<file path="src/sv/oacg_pkg.sv">
package oacg_pkg;

  // Configuration port geometry.
  localparam int unsigned CFG_IDX_W  = 3;
  localparam int unsigned CFG_DATA_W = 16;

  // Register indexes on the configuration port.
  localparam logic [CFG_IDX_W-1:0] CFG_CRUISE_SPEED  = 3'd0;
  localparam logic [CFG_IDX_W-1:0] CFG_CRUISE_ROTATE = 3'd1;
  localparam logic [CFG_IDX_W-1:0] CFG_NEAR_LIMIT    = 3'd2;
  localparam logic [CFG_IDX_W-1:0] CFG_SLOW_LIMIT    = 3'd3;
  localparam logic [CFG_IDX_W-1:0] CFG_RANGE_CAP     = 3'd4;
  localparam logic [CFG_IDX_W-1:0] CFG_INV_DT        = 3'd5;

  // Field widths.
  localparam int unsigned RANGE_W = 14;
  localparam int unsigned CMD_W   = 16;
  localparam int unsigned MEAS_W  = 15;
  localparam int unsigned RATE_W  = 8;
  localparam int unsigned OUT_W   = 48;

  // Register reset values.
  localparam logic signed [CMD_W-1:0] CRUISE_SPEED_RST  = 16'sd1229;
  localparam logic signed [CMD_W-1:0] CRUISE_ROTATE_RST = 16'sd0;
  localparam logic [RANGE_W-1:0]      NEAR_LIMIT_RST    = 14'd1024;
  localparam logic [RANGE_W-1:0]      SLOW_LIMIT_RST    = 14'd2458;
  localparam logic [RANGE_W-1:0]      RANGE_CAP_RST     = 14'd4096;
  localparam logic [RATE_W-1:0]       INV_DT_RST        = 8'd5;

  // Divide by three: floor(s * 43691 / 2^17) is exact for every s below 2^17.
  localparam logic [15:0] RECIP3       = 16'd43691;
  localparam int unsigned RECIP3_SHIFT = 17;

  // Pose difference magnitudes saturate at this value before squaring.
  localparam logic [30:0] DELTA_SAT = 31'h7FFF_FFFF;

  // Largest value of the measured speed field.
  localparam logic [MEAS_W-1:0] MEAS_MAX = 15'h7FFF;

  // Sequencer states.
  typedef enum logic [5:0] {
    ST_IDLE   = 6'b000001,
    ST_AVG    = 6'b000010,
    ST_SQUARE = 6'b000100,
    ST_ROOT   = 6'b001000,
    ST_SCALE  = 6'b010000,
    ST_OUT    = 6'b100000
  } oacg_state_e;

endpackage

</file>
<file path="src/sv/obstacle_aware_cruise_governor_core.sv">
// Obstacle-aware cruise governor. Each input transaction carries the left and right range
// readings and the pose x/y; each one yields exactly one output transaction with the speed
// command, the rotation command and the measured speed. The block works on one transaction at a
// time: it steps through averaging, squaring, square root, scaling and output, and s_axis_tready
// rises in the same cycle as m_axis_tvalid, so a new transaction can be taken as soon as the
// result is offered. The sequencer issues one shared 16x16 multiplier over 15 sequencer steps
// (range averages, the squared pose deltas in 16-bit halves, the speed scaling) and runs a
// bit-serial square root. A result waiting in the output register does not stop the next
// transaction from being accepted. Configuration writes are always taken and must only be
// issued while the block is idle.
module obstacle_aware_cruise_governor_core #(
  parameter int unsigned POSE_WIDTH = 32,
  localparam int unsigned InBits = 2 * oacg_pkg::RANGE_W + 2 * POSE_WIDTH,
  localparam int unsigned InW = ((InBits + 7) / 8) * 8
) (
  input  logic                             clk_i,
  input  logic                             rst_ni,
  // Configuration write channel.
  input  logic                             cfg_valid_i,
  output logic                             cfg_ready_o,
  input  logic [oacg_pkg::CFG_IDX_W-1:0]   cfg_index_i,
  input  logic [oacg_pkg::CFG_DATA_W-1:0]  cfg_data_i,
  // Input stream.
  input  logic                             s_axis_tvalid,
  output logic                             s_axis_tready,
  // Fields from bit 0 up: range_left, range_right, pose_x, pose_y, zero padding.
  input  logic [InW-1:0]                   s_axis_tdata,
  // Output stream.
  output logic                             m_axis_tvalid,
  input  logic                             m_axis_tready,
  // Fields from bit 0 up: speed_out, rotate_out, measured_speed, zero padding.
  output logic [oacg_pkg::OUT_W-1:0]       m_axis_tdata
);

  localparam int unsigned DeltaW = POSE_WIDTH + 1;

  // Configuration registers.
  logic signed [oacg_pkg::CMD_W-1:0]   cruise_speed_q;
  logic signed [oacg_pkg::CMD_W-1:0]   cruise_rotate_q;
  logic [oacg_pkg::RANGE_W-1:0]        near_limit_q;
  logic [oacg_pkg::RANGE_W-1:0]        slow_limit_q;
  logic [oacg_pkg::RANGE_W-1:0]        range_cap_q;
  logic [oacg_pkg::RATE_W-1:0]         inv_dt_q;

  // State carried from tick to tick.
  logic [oacg_pkg::RANGE_W-1:0]        left_prev1_q, left_prev2_q;
  logic [oacg_pkg::RANGE_W-1:0]        right_prev1_q, right_prev2_q;
  logic [oacg_pkg::RANGE_W-1:0]        left_avg_prev_q;
  logic [POSE_WIDTH-1:0]               pose_x_prev_q, pose_y_prev_q;
  logic signed [oacg_pkg::CMD_W-1:0]   speed_reg_q, rotate_reg_q;

  // Sequencer.
  oacg_pkg::oacg_state_e               state_q, state_d;
  logic [4:0]                          step_q, step_d;
  logic                                sel_y_q;

  // Latched input item.
  logic [oacg_pkg::RANGE_W-1:0]        in_left_q, in_right_q;
  logic [POSE_WIDTH-1:0]               in_pose_x_q, in_pose_y_q;

  // Working registers.
  logic [oacg_pkg::RANGE_W-1:0]        left_avg_q, right_avg_q;
  logic [30:0]                         mag_q;
  logic [63:0]                         acc_q;
  logic [31:0]                         rem_q;
  logic [31:0]                         root_q;
  logic [39:0]                         meas_q;
  logic signed [23:0]                  diff_q;
  logic [31:0]                         prod_q;

  // Output register.
  logic                                out_valid_q, out_valid_d;
  logic signed [oacg_pkg::CMD_W-1:0]   out_speed_q, out_rotate_q;
  logic [oacg_pkg::MEAS_W-1:0]         out_meas_q;

  // Input unpacking and range capping.
  logic [oacg_pkg::RANGE_W-1:0]        range_left, range_right;
  logic [oacg_pkg::RANGE_W-1:0]        capped_left, capped_right;
  logic                                in_fire, out_fire;

  assign range_left   = s_axis_tdata[oacg_pkg::RANGE_W-1:0];
  assign range_right  = s_axis_tdata[oacg_pkg::RANGE_W +: oacg_pkg::RANGE_W];
  assign capped_left  = (range_left > range_cap_q) ? range_cap_q : range_left;
  assign capped_right = (range_right > range_cap_q) ? range_cap_q : range_right;

  assign s_axis_tready = (state_q == oacg_pkg::ST_IDLE);
  assign in_fire       = s_axis_tvalid && s_axis_tready;
  assign out_fire      = (state_q == oacg_pkg::ST_OUT) && (!out_valid_q || m_axis_tready);
  assign cfg_ready_o   = 1'b1;

  // Configuration register writes.
  always_ff @(posedge clk_i or negedge rst_ni) begin
    if (!rst_ni) begin
      cruise_speed_q  <= oacg_pkg::CRUISE_SPEED_RST;
      cruise_rotate_q <= oacg_pkg::CRUISE_ROTATE_RST;
      near_limit_q    <= oacg_pkg::NEAR_LIMIT_RST;
      slow_limit_q    <= oacg_pkg::SLOW_LIMIT_RST;
      range_cap_q     <= oacg_pkg::RANGE_CAP_RST;
      inv_dt_q        <= oacg_pkg::INV_DT_RST;
    end else if (cfg_valid_i && cfg_ready_o) begin
      case (cfg_index_i)
        oacg_pkg::CFG_CRUISE_SPEED:  cruise_speed_q  <= $signed(cfg_data_i);
        oacg_pkg::CFG_CRUISE_ROTATE: cruise_rotate_q <= $signed(cfg_data_i);
        oacg_pkg::CFG_NEAR_LIMIT:    near_limit_q    <= cfg_data_i[oacg_pkg::RANGE_W-1:0];
        oacg_pkg::CFG_SLOW_LIMIT:    slow_limit_q    <= cfg_data_i[oacg_pkg::RANGE_W-1:0];
        oacg_pkg::CFG_RANGE_CAP:     range_cap_q     <= cfg_data_i[oacg_pkg::RANGE_W-1:0];
        oacg_pkg::CFG_INV_DT:        inv_dt_q        <= cfg_data_i[oacg_pkg::RATE_W-1:0];
        default: ;
      endcase
    end
  end

  // Pose difference magnitude: one subtractor, x while averaging, y while squaring.
  logic                       pose_use_y;
  logic [POSE_WIDTH-1:0]      pose_cur, pose_prev;
  logic signed [DeltaW-1:0]   delta;
  logic [DeltaW-1:0]          delta_abs;
  logic [63:0]                delta_ext;
  logic [30:0]                mag_sat;

  assign pose_use_y = (state_q == oacg_pkg::ST_SQUARE);
  assign pose_cur   = pose_use_y ? in_pose_y_q : in_pose_x_q;
  assign pose_prev  = pose_use_y ? pose_y_prev_q : pose_x_prev_q;
  assign delta      = $signed({pose_cur[POSE_WIDTH-1], pose_cur})
                    - $signed({pose_prev[POSE_WIDTH-1], pose_prev});
  assign delta_abs  = delta[DeltaW-1] ? DeltaW'(-delta) : DeltaW'(delta);
  assign delta_ext  = 64'(delta_abs);
  assign mag_sat    = (delta_ext > 64'(oacg_pkg::DELTA_SAT)) ? oacg_pkg::DELTA_SAT
                                                             : delta_ext[30:0];

  // Range sums over the current and two previous capped readings.
  logic [15:0] left_sum, right_sum;
  assign left_sum  = 16'(in_left_q) + 16'(left_prev1_q) + 16'(left_prev2_q);
  assign right_sum = 16'(in_right_q) + 16'(right_prev1_q) + 16'(right_prev2_q);

  // Approach magnitude and direction from the fall of the left average.
  logic                         approach_neg;
  logic [oacg_pkg::RANGE_W-1:0] approach_mag;
  assign approach_neg = left_avg_q > left_avg_prev_q;
  assign approach_mag = approach_neg ? (left_avg_q - left_avg_prev_q)
                                     : (left_avg_prev_q - left_avg_q);

  // Shared multiplier operand selection.
  logic [15:0] mul_a, mul_b;
  logic [31:0] prod;

  always_comb begin
    mul_a = '0;
    mul_b = '0;
    case (state_q)
      oacg_pkg::ST_AVG: begin
        mul_a = (step_q[1:0] == 2'd0) ? left_sum : right_sum;
        mul_b = oacg_pkg::RECIP3;
      end
      oacg_pkg::ST_SQUARE: begin
        case (step_q[1:0])
          2'd0: begin
            mul_a = mag_q[15:0];
            mul_b = mag_q[15:0];
          end
          2'd1: begin
            mul_a = {1'b0, mag_q[30:16]};
            mul_b = mag_q[15:0];
          end
          default: begin
            mul_a = {1'b0, mag_q[30:16]};
            mul_b = {1'b0, mag_q[30:16]};
          end
        endcase
      end
      oacg_pkg::ST_SCALE: begin
        mul_b = 16'(inv_dt_q);
        case (step_q[1:0])
          2'd0:    mul_a = root_q[15:0];
          2'd1:    mul_a = root_q[31:16];
          default: mul_a = 16'(approach_mag);
        endcase
      end
      default: ;
    endcase
  end

  assign prod = 32'(mul_a) * 32'(mul_b);

  // One restoring square root step: two radicand bits per cycle.
  logic [33:0] rem_try, root_trial;
  logic        root_ge;
  assign rem_try    = {rem_q, acc_q[63:62]};
  assign root_trial = {root_q, 2'b01};
  assign root_ge    = rem_try >= root_trial;

  // Decision and clamping of the speed command.
  logic                 left_slow, right_slow, slow_zone, stop_zone;
  logic signed [41:0]   slow_speed, cand_speed, cruise_ext, clamp_hi, clamp_lo;
  logic signed [oacg_pkg::CMD_W-1:0] final_speed, final_rotate;
  logic [oacg_pkg::MEAS_W-1:0]       final_meas;

  always_comb begin
    left_slow  = (left_avg_q < slow_limit_q) && (left_avg_q > near_limit_q);
    right_slow = (right_avg_q < slow_limit_q) && (right_avg_q > near_limit_q);
    slow_zone  = (speed_reg_q > 0) && (left_slow || right_slow);
    stop_zone  = (left_avg_q < near_limit_q) || (right_avg_q < near_limit_q);
    slow_speed = $signed({2'b00, meas_q}) - 42'(diff_q);
    cruise_ext = 42'(cruise_speed_q);
    if (slow_zone) begin
      cand_speed   = slow_speed;
      final_rotate = rotate_reg_q;
    end else if (stop_zone) begin
      cand_speed   = '0;
      final_rotate = '0;
    end else begin
      cand_speed   = cruise_ext;
      final_rotate = cruise_rotate_q;
    end
    clamp_hi = (cand_speed > cruise_ext) ? cruise_ext : cand_speed;
    clamp_lo = ((cruise_speed_q > 0) && (clamp_hi < 0)) ? '0 : clamp_hi;
    if (clamp_lo > 42'sd32767) begin
      final_speed = 16'sh7FFF;
    end else if (clamp_lo < -42'sd32768) begin
      final_speed = -16'sh8000;
    end else begin
      final_speed = clamp_lo[oacg_pkg::CMD_W-1:0];
    end
    final_meas = (meas_q > 40'(oacg_pkg::MEAS_MAX)) ? oacg_pkg::MEAS_MAX
                                                    : meas_q[oacg_pkg::MEAS_W-1:0];
  end

  // Sequencer next state.
  always_comb begin
    state_d = state_q;
    step_d  = step_q + 5'd1;
    case (state_q)
      oacg_pkg::ST_IDLE: begin
        step_d = '0;
        if (in_fire) begin
          state_d = oacg_pkg::ST_AVG;
        end
      end
      oacg_pkg::ST_AVG: begin
        if (step_q == 5'd2) begin
          state_d = oacg_pkg::ST_SQUARE;
          step_d  = '0;
        end
      end
      oacg_pkg::ST_SQUARE: begin
        if (step_q == 5'd3) begin
          step_d = '0;
          if (sel_y_q) begin
            state_d = oacg_pkg::ST_ROOT;
          end
        end
      end
      oacg_pkg::ST_ROOT: begin
        if (step_q == 5'd31) begin
          state_d = oacg_pkg::ST_SCALE;
          step_d  = '0;
        end
      end
      oacg_pkg::ST_SCALE: begin
        if (step_q == 5'd3) begin
          state_d = oacg_pkg::ST_OUT;
          step_d  = '0;
        end
      end
      oacg_pkg::ST_OUT: begin
        step_d = '0;
        if (out_fire) begin
          state_d = oacg_pkg::ST_IDLE;
        end
      end
      default: begin
        state_d = oacg_pkg::ST_IDLE;
        step_d  = '0;
      end
    endcase
  end

  assign out_valid_d = out_fire || (out_valid_q && !m_axis_tready);

  // Control registers and tick-to-tick state.
  always_ff @(posedge clk_i or negedge rst_ni) begin
    if (!rst_ni) begin
      state_q         <= oacg_pkg::ST_IDLE;
      step_q          <= '0;
      sel_y_q         <= 1'b0;
      out_valid_q     <= 1'b0;
      left_prev1_q    <= '0;
      left_prev2_q    <= '0;
      right_prev1_q   <= '0;
      right_prev2_q   <= '0;
      left_avg_prev_q <= '0;
      pose_x_prev_q   <= '0;
      pose_y_prev_q   <= '0;
      speed_reg_q     <= '0;
      rotate_reg_q    <= '0;
    end else begin
      state_q     <= state_d;
      step_q      <= step_d;
      out_valid_q <= out_valid_d;
      if (in_fire) begin
        sel_y_q <= 1'b0;
      end else if ((state_q == oacg_pkg::ST_SQUARE) && (step_q == 5'd3)) begin
        sel_y_q <= 1'b1;
      end
      if (out_fire) begin
        left_prev2_q    <= left_prev1_q;
        left_prev1_q    <= in_left_q;
        right_prev2_q   <= right_prev1_q;
        right_prev1_q   <= in_right_q;
        left_avg_prev_q <= left_avg_q;
        pose_x_prev_q   <= in_pose_x_q;
        pose_y_prev_q   <= in_pose_y_q;
        speed_reg_q     <= final_speed;
        rotate_reg_q    <= final_rotate;
      end
    end
  end

  // Datapath registers.
  always_ff @(posedge clk_i) begin
    prod_q <= prod;
    if (in_fire) begin
      in_left_q   <= capped_left;
      in_right_q  <= capped_right;
      in_pose_x_q <= s_axis_tdata[2*oacg_pkg::RANGE_W +: POSE_WIDTH];
      in_pose_y_q <= s_axis_tdata[2*oacg_pkg::RANGE_W + POSE_WIDTH +: POSE_WIDTH];
      acc_q       <= '0;
    end
    case (state_q)
      oacg_pkg::ST_AVG: begin
        if (step_q == 5'd1) begin
          left_avg_q <= prod_q[oacg_pkg::RECIP3_SHIFT +: oacg_pkg::RANGE_W];
        end
        if (step_q == 5'd2) begin
          right_avg_q <= prod_q[oacg_pkg::RECIP3_SHIFT +: oacg_pkg::RANGE_W];
          mag_q       <= mag_sat;
        end
      end
      oacg_pkg::ST_SQUARE: begin
        // Square in halves: lo*lo, then 2*hi*lo at bit 16, then hi*hi at bit 32.
        case (step_q[1:0])
          2'd1: acc_q <= acc_q + 64'(prod_q);
          2'd2: acc_q <= acc_q + {15'd0, prod_q, 17'd0};
          2'd3: begin
            acc_q  <= acc_q + {prod_q, 32'd0};
            mag_q  <= mag_sat;
            rem_q  <= '0;
            root_q <= '0;
          end
          default: ;
        endcase
      end
      oacg_pkg::ST_ROOT: begin
        rem_q  <= root_ge ? 32'(rem_try - root_trial) : rem_try[31:0];
        root_q <= {root_q[30:0], root_ge};
        acc_q  <= {acc_q[61:0], 2'b00};
      end
      oacg_pkg::ST_SCALE: begin
        // The upper root half times the rate stays below 2^24.
        case (step_q[1:0])
          2'd1: meas_q <= 40'(prod_q);
          2'd2: meas_q <= meas_q + {prod_q[23:0], 16'd0};
          2'd3: diff_q <= approach_neg ? -$signed(24'(prod_q)) : $signed(24'(prod_q));
          default: ;
        endcase
      end
      default: ;
    endcase
    if (out_fire) begin
      out_speed_q  <= final_speed;
      out_rotate_q <= final_rotate;
      out_meas_q   <= final_meas;
    end
  end

  assign m_axis_tvalid = out_valid_q;
  assign m_axis_tdata  = {1'b0, out_meas_q, out_rotate_q, out_speed_q};

  // An accepted transaction always starts with the averaging steps.
  assert property (@(posedge clk_i) disable iff (!rst_ni)
    in_fire |=> (state_q == oacg_pkg::ST_AVG))
    else $error("accepted transaction did not start the sequencer");

  // The squaring phase uses four multiplier steps per coordinate.
  assert property (@(posedge clk_i) disable iff (!rst_ni)
    (state_q == oacg_pkg::ST_SQUARE) |-> (step_q <= 5'd3))
    else $error("square step counter out of range");

  // The square root runs its full 32 iterations.
  assert property (@(posedge clk_i) disable iff (!rst_ni)
    ((state_q == oacg_pkg::ST_ROOT) && (step_q != 5'd31)) |=> (state_q == oacg_pkg::ST_ROOT))
    else $error("square root left early");

  // A delivered speed never exceeds the cruise speed.
  assert property (@(posedge clk_i) disable iff (!rst_ni)
    out_fire |=> ($signed(out_speed_q) <= $past(cruise_speed_q)))
    else $error("speed command above cruise speed");

  // With a positive cruise speed the command is never negative.
  assert property (@(posedge clk_i) disable iff (!rst_ni)
    (out_fire && (cruise_speed_q > 0)) |=> !out_speed_q[oacg_pkg::CMD_W-1])
    else $error("negative speed command with positive cruise speed");

endmodule

</file>
<file path="config.mk">
export PLATFORM = sky130hd
export DESIGN_NAME = obstacle_aware_cruise_governor_core
export DESIGN_NICKNAME = d
export VERILOG_FILES = /design/src/sv/oacg_pkg.sv /design/src/sv/obstacle_aware_cruise_governor_core.sv
export SDC_FILE = /design/constraint.sdc
export NUM_CORES = 2
export LEC_CHECK = 0
export BUFFER_PORTS_ARGS = -buffer_cell sky130_fd_sc_hd__buf_2
export CAP_MARGIN = 5
export CORE_UTILIZATION = 32
export DETAILED_ROUTE_END_ITERATION = 16
export PLACE_DENSITY = 0.48
export SLEW_MARGIN = 0
export SYNTH_ARGS = -nofsm -noshare
export SYNTH_HDL_FRONTEND = slang
export SYNTH_SLANG_ARGS = --single-unit
</file>
<file path="constraint.sdc">
create_clock -name clk_i -period 13.44 [get_ports clk_i]
set_input_delay 1.344 -clock clk_i [delete_from_list [all_inputs] [get_ports clk_i]]
set_output_delay 1.344 -clock clk_i [all_outputs]
set_load 0.005 [all_outputs]
</file>
==> results by stage <==
Run status:
- The run finished with clean final reports.

Logic synthesis:
- Dividing the synthesized area by the synthesized cell count gives just under 9 µm².
- Counting every net in the synthesized netlist gives ~7200.
- The fraction of registers with async set or reset after synthesis is between 30% and 40%.
- The most used flip-flop cell after synthesis is edfxtp_1.
- The sequential share of the synthesized area is approximately a third.
- The number of distinct standard cells referenced by the synthesized netlist is around 110.
- Counting flops and latches in the post-synthesis netlist gives between 600 and 700.
- The number of enable-type register cells in the synthesized netlist is ~360.
- The mapped cell area is 56800 µm².
- The synthesis warning total is 0.
- After technology mapping, the gate count stands at 6351.

Detailed routing:
- Dividing the detail-routed wire length by the instance count gives 20.5 µm.
- The total routed wirelength is 181000 µm.
- Across all layers, the routed design uses between 40000 and 50000 vias.
- The first routing iteration left 3893 violations.
- Detailed routing placed a total of 10200 µm of wire on met3.
- In the routed layout, each cell is associated on average with a via count of around 5.4.
- The first TritonRoute pass finished after 6 iterations.
- For this block, wires on met1 add up to around 80000 µm.
- The total met2 wirelength after detailed routing is slightly above 80000 µm.
- In this run the remaining antenna-violating nets after routing total 0.
- In this run the top signal layer used is met4.
- In the routed design, unresolved DRC markers number 0.

Global routing:
- The maximum number of pins on one net before global-route repair is between 100 and 150.
- The initial antenna violation count was 8.
- The first global-routing pass estimated between 200000 and 300000 µm of wire.
- The total overflow left after global routing is 0.
- The via count of the first global-routing pass came to between 40000 and 50000.
- Global routing used 19.9% of the available tracks.

Hold path:
- The hold path depth is 2.
- The class of the worst hold path is flop to flop.
- The worst min-delay path startpoint is in_pose_y_q[17].
- The destination of the worst hold path is pose_y_prev_q[17].

Layout:
- In the final design database the tool counted 7283 nets.
- In the final layout, the share of cells above drive strength 1 is 8.96%.
- The most frequent standard cell in the layout excluding fill and tap cells is nand2_1.
- Leaving out fill and tap cells, the most frequent cells in the layout are 999 x nand2_1, 511 x ha_1, 495 x inv_1, 414 x nor2_1, 373 x a21oi_1.
- Relative to the synthesized area, the layout overhead comes to 11.0%.
- After filler insertion, the fill cell instance count of the layout stands at approximately 18000.

STA:
- Timing would allow up to around 87 MHz.
- Setup repair after global routing left no endpoint under its margin.
- The transition time at the pin with the least slew margin is between 1 and 1.5 ns.
- Summed over all failing endpoints, the final setup total negative slack is 0 ns.
- The post-route fraction of the period consumed by the critical path is a little under nine tenths.
- The headroom to the max-slew limit is between 10% and 20%.
- The number of endpoints with negative hold slack in the final report is 0.
- The final critical-path required period is 11.54 ns.
- The tightest hold path in the finished design has a slack of 0.461 ns.
- The final-report max-slew violation count was 0.
- The count of endpoints failing setup in the final report is 0.
- The post-route clock skew is 0.0318 ns.

Die:
- The die covers around 180000 µm².
- The chip height is 423 µm.
- The number of standard-cell rows in the floorplan is approximately 150.
- The floorplan core area is between 150000 and 200000 µm².
- 171 I/O pins were placed.
- In this run the horizontal extent of the chip is 423 µm.
- The effective utilization at floorplan is 32.2%.

Clock tree:
- The number of buffers between clock root and the deepest sink is 3.
- The clock root buffer is clkbuf_16.
- The clock latency of the later-clocked register in the worst-skew pair is 0.71 ns.
- TritonCTS built the clock tree.
- The clock input transition at the sequential cells of the worst setup and hold paths is roughly 0.06 ns.
- The post-cts repair resize count is 0.
- In this run, post-CTS hold repair placed 0 buffers.
- The H-tree depth is 3.
- In this run the post-CTS setup repair buffer count came out at 0.
- The number of clock sinks is between 600 and 700.
- The number of CTS-inserted buffers is between 80 and 90.

Power and ir drop:
- The internal power of the cells totals 5.57 mW.
- The static power due to leakage is between 20 and 30 nW.
- The share of total power dissipated in combinational logic is between 40% and 50%.
- The total power per unit cell area is roughly 160 nW/µm².
- The clock network accounts for 23.0% of the total power.
- In this run switching power makes up a little over two fifths of total power.
- The analysis attributes to net switching a power of between 4 and 5 mW.
- The share of total power dissipated in sequential elements is about 30%.
- Across the VDD grid, the largest voltage drop is 0.112 mV.

Place:
- The estimated wirelength of the detail-placed design is roughly 130000 µm.
- Routability-driven placement finished with a final weighted congestion of approximately 0.9.
- Input and output buffers added on the ports amount to around 160.

Critical path:
- The delay contributed by the slowest stage of the critical path is ~1 ns.
- In this run the critical register-to-register path is captured at prod_q[31].
- The worst reg2reg path depth is 36.
- In this run the worst path has a maximum fanout of 18.
- STA classifies the critical path startpoint as a flop.
- Data on the critical path arrives at its endpoint at about 12 ns.
- The minimum setup slack among reg-to-reg paths is roughly 1.9 ns.
- The category of the worst setup path capture point is a flop.
- The setup path with the least slack is of type flop to flop.
- At the worst endpoint, the required time is 14.05 ns.
- The cell repeated most along the worst path is fa_1.
- The startpoint of the lowest-slack register-to-register path is left_avg_q[0].
- The largest individual stage delay along the critical path comes from the cell a21oi_1.

Run:
- The tool flagged a number of max-cap violations equal to 0.
[synth_stat cells (all sizes together), types with 56 or more instances]
| cell type | count | area (µm²) |
|---|---|---|
| a211oi | 56 | 445 |
| fa | 232 | 4640 |
| inv | 497 | 1870 |
| a21o | 143 | 1070 |
| nand3 | 140 | 706 |
| xnor2 | 182 | 1590 |
| clkbuf | 226 | 850 |
| nor3 | 114 | 581 |
| a31oi | 78 | 494 |
| nand2b | 56 | 350 |
| dfxtp | 64 | 1280 |
| xor2 | 92 | 806 |
| nand4 | 80 | 500 |
| or3 | 57 | 357 |
| nand2 | 1000 | 3750 |
| nor2b | 61 | 382 |
| edfxtp | 358 | 10800 |
| dfrtp | 244 | 6110 |
| nor2 | 421 | 1580 |
| ha | 514 | 6430 |
| mux2 | 79 | 890 |
| o211ai | 60 | 485 |
| mux2i | 94 | 941 |
| a21oi | 377 | 1890 |
| o21ai | 371 | 1860 |
[flip-flops by register name (all words and copies together), names as in the netlist, 15 cells and up]
register / cells
rotate_reg_q: 16
out_rotate_q: 16
in_pose_y_q: 32
pose_x_prev_q: 32
out_speed_q: 16
diff_q: 24
prod_q: 32
out_meas_q: 15
in_pose_x_q: 32
cruise_speed_q: 16
acc_q: 64
mag_q: 31
speed_reg_q: 16
meas_q: 40
rem_q: 32
pose_y_prev_q: 32
cruise_rotate_q: 16
root_q: 32
[worst max-delay path, delay by kind of cell, from the launching register on]
kind | cells | cell delay [ns]
compound gates | 16 | 4.86
fa+ha+maj | 9 | 4.03
simple gates | 3 | 1.13
flops | 1 | 0.43
buf+inv | 6 | 0.37
xor+xnor | 1 | 0.31
mux | 1 | 0.30
[area by class of cell]
type | count | area (µm²) | area share [%]
multi-input combinational | 4896 | 35400 | 56.2
tap | 2340 | 2930 | 4.65
clock buffer | 107 | 2260 | 3.59
timing repair buffer | 254 | 1510 | 2.39
clock inverter | 48 | 404 | 0.642
inverter | 499 | 1880 | 2.99
antenna | 5 | 12.5 | 0.0199
sequential | 683 | 18600 | 29.5
[cells by family (layout without fill, tap and decap cells)]
logic type	Yosys count	after routing	share of synthesized area, %
multiplexers	173	173	3.23
flip-flops	683	683	32.7
buffers and inverters	772	908	5.19
AO/OA/AOI/OAI	1541	1541	17.8
XOR/XNOR	274	274	4.23
other	2	7	0.0132
adder cells (fa/ha/maj)	746	746	19.5
AND/OR/NAND/NOR	2160	2160	17.3
[through the flow]
| step | cell area [µm²] | power [mW] | setup slack [ns] | instances | utilization, % |
|---|---|---|---|---|---|
| 2_1_floorplan | 56800 | 6.08 | 4.04 | 6351 | - |
| 3_3_place_gp | 60300 | 7.52 | 2.07 | 8672 | 34.2 |
| 3_5_place_dp | 60300 | 7.56 | 2.03 | 8672 | 34.2 |
| 4_1_cts | 63000 | 9.87 | 1.95 | 8827 | 35.8 |
| 5_1_grt | 63000 | 10.5 | 1.29 | 8827 | 35.8 |
| 6_report | 63000 | 9.79 | 1.90 | 8832 | 35.8 |
[power groups by stage]
stage	logic, mW	registers [mW]	clock network [mW]
finish	4.62	2.93	2.25
global route	5.12	2.97	2.40
CTS	4.63	2.92	2.32
detailed placement	4.59	2.96	0
global placement	4.56	2.96	0
floorplan	3.20	2.87	0
[layer usage]
| layer | vias up | track usage [%] |
|---|---|---|
| li1 | 22700 | - |
| met1 | 23100 | 27.2 |
| met2 | 1230 | 32.1 |
| met3 | 255 | 3.12 |
| met4 | 0 | 6.06 |
| met5 | - | 0 |
[how the worst max path moves through the flow]
| stage | endpoint | cells past startpoint | startpoint |
|---|---|---|---|
| CTS | prod_q[31] | 36 | left_avg_q[0] |
| finish | prod_q[31] | 36 | left_avg_q[0] |
| detailed placement | prod_q[31] | 37 | left_avg_q[0] |
| floorplan | prod_q[31] | 37 | left_avg_q[0] |
| global placement | prod_q[30] | 38 | left_avg_q[0] |
| global route | prod_q[30] | 38 | left_avg_q[0] |
(Power assumes the default switching activity.)
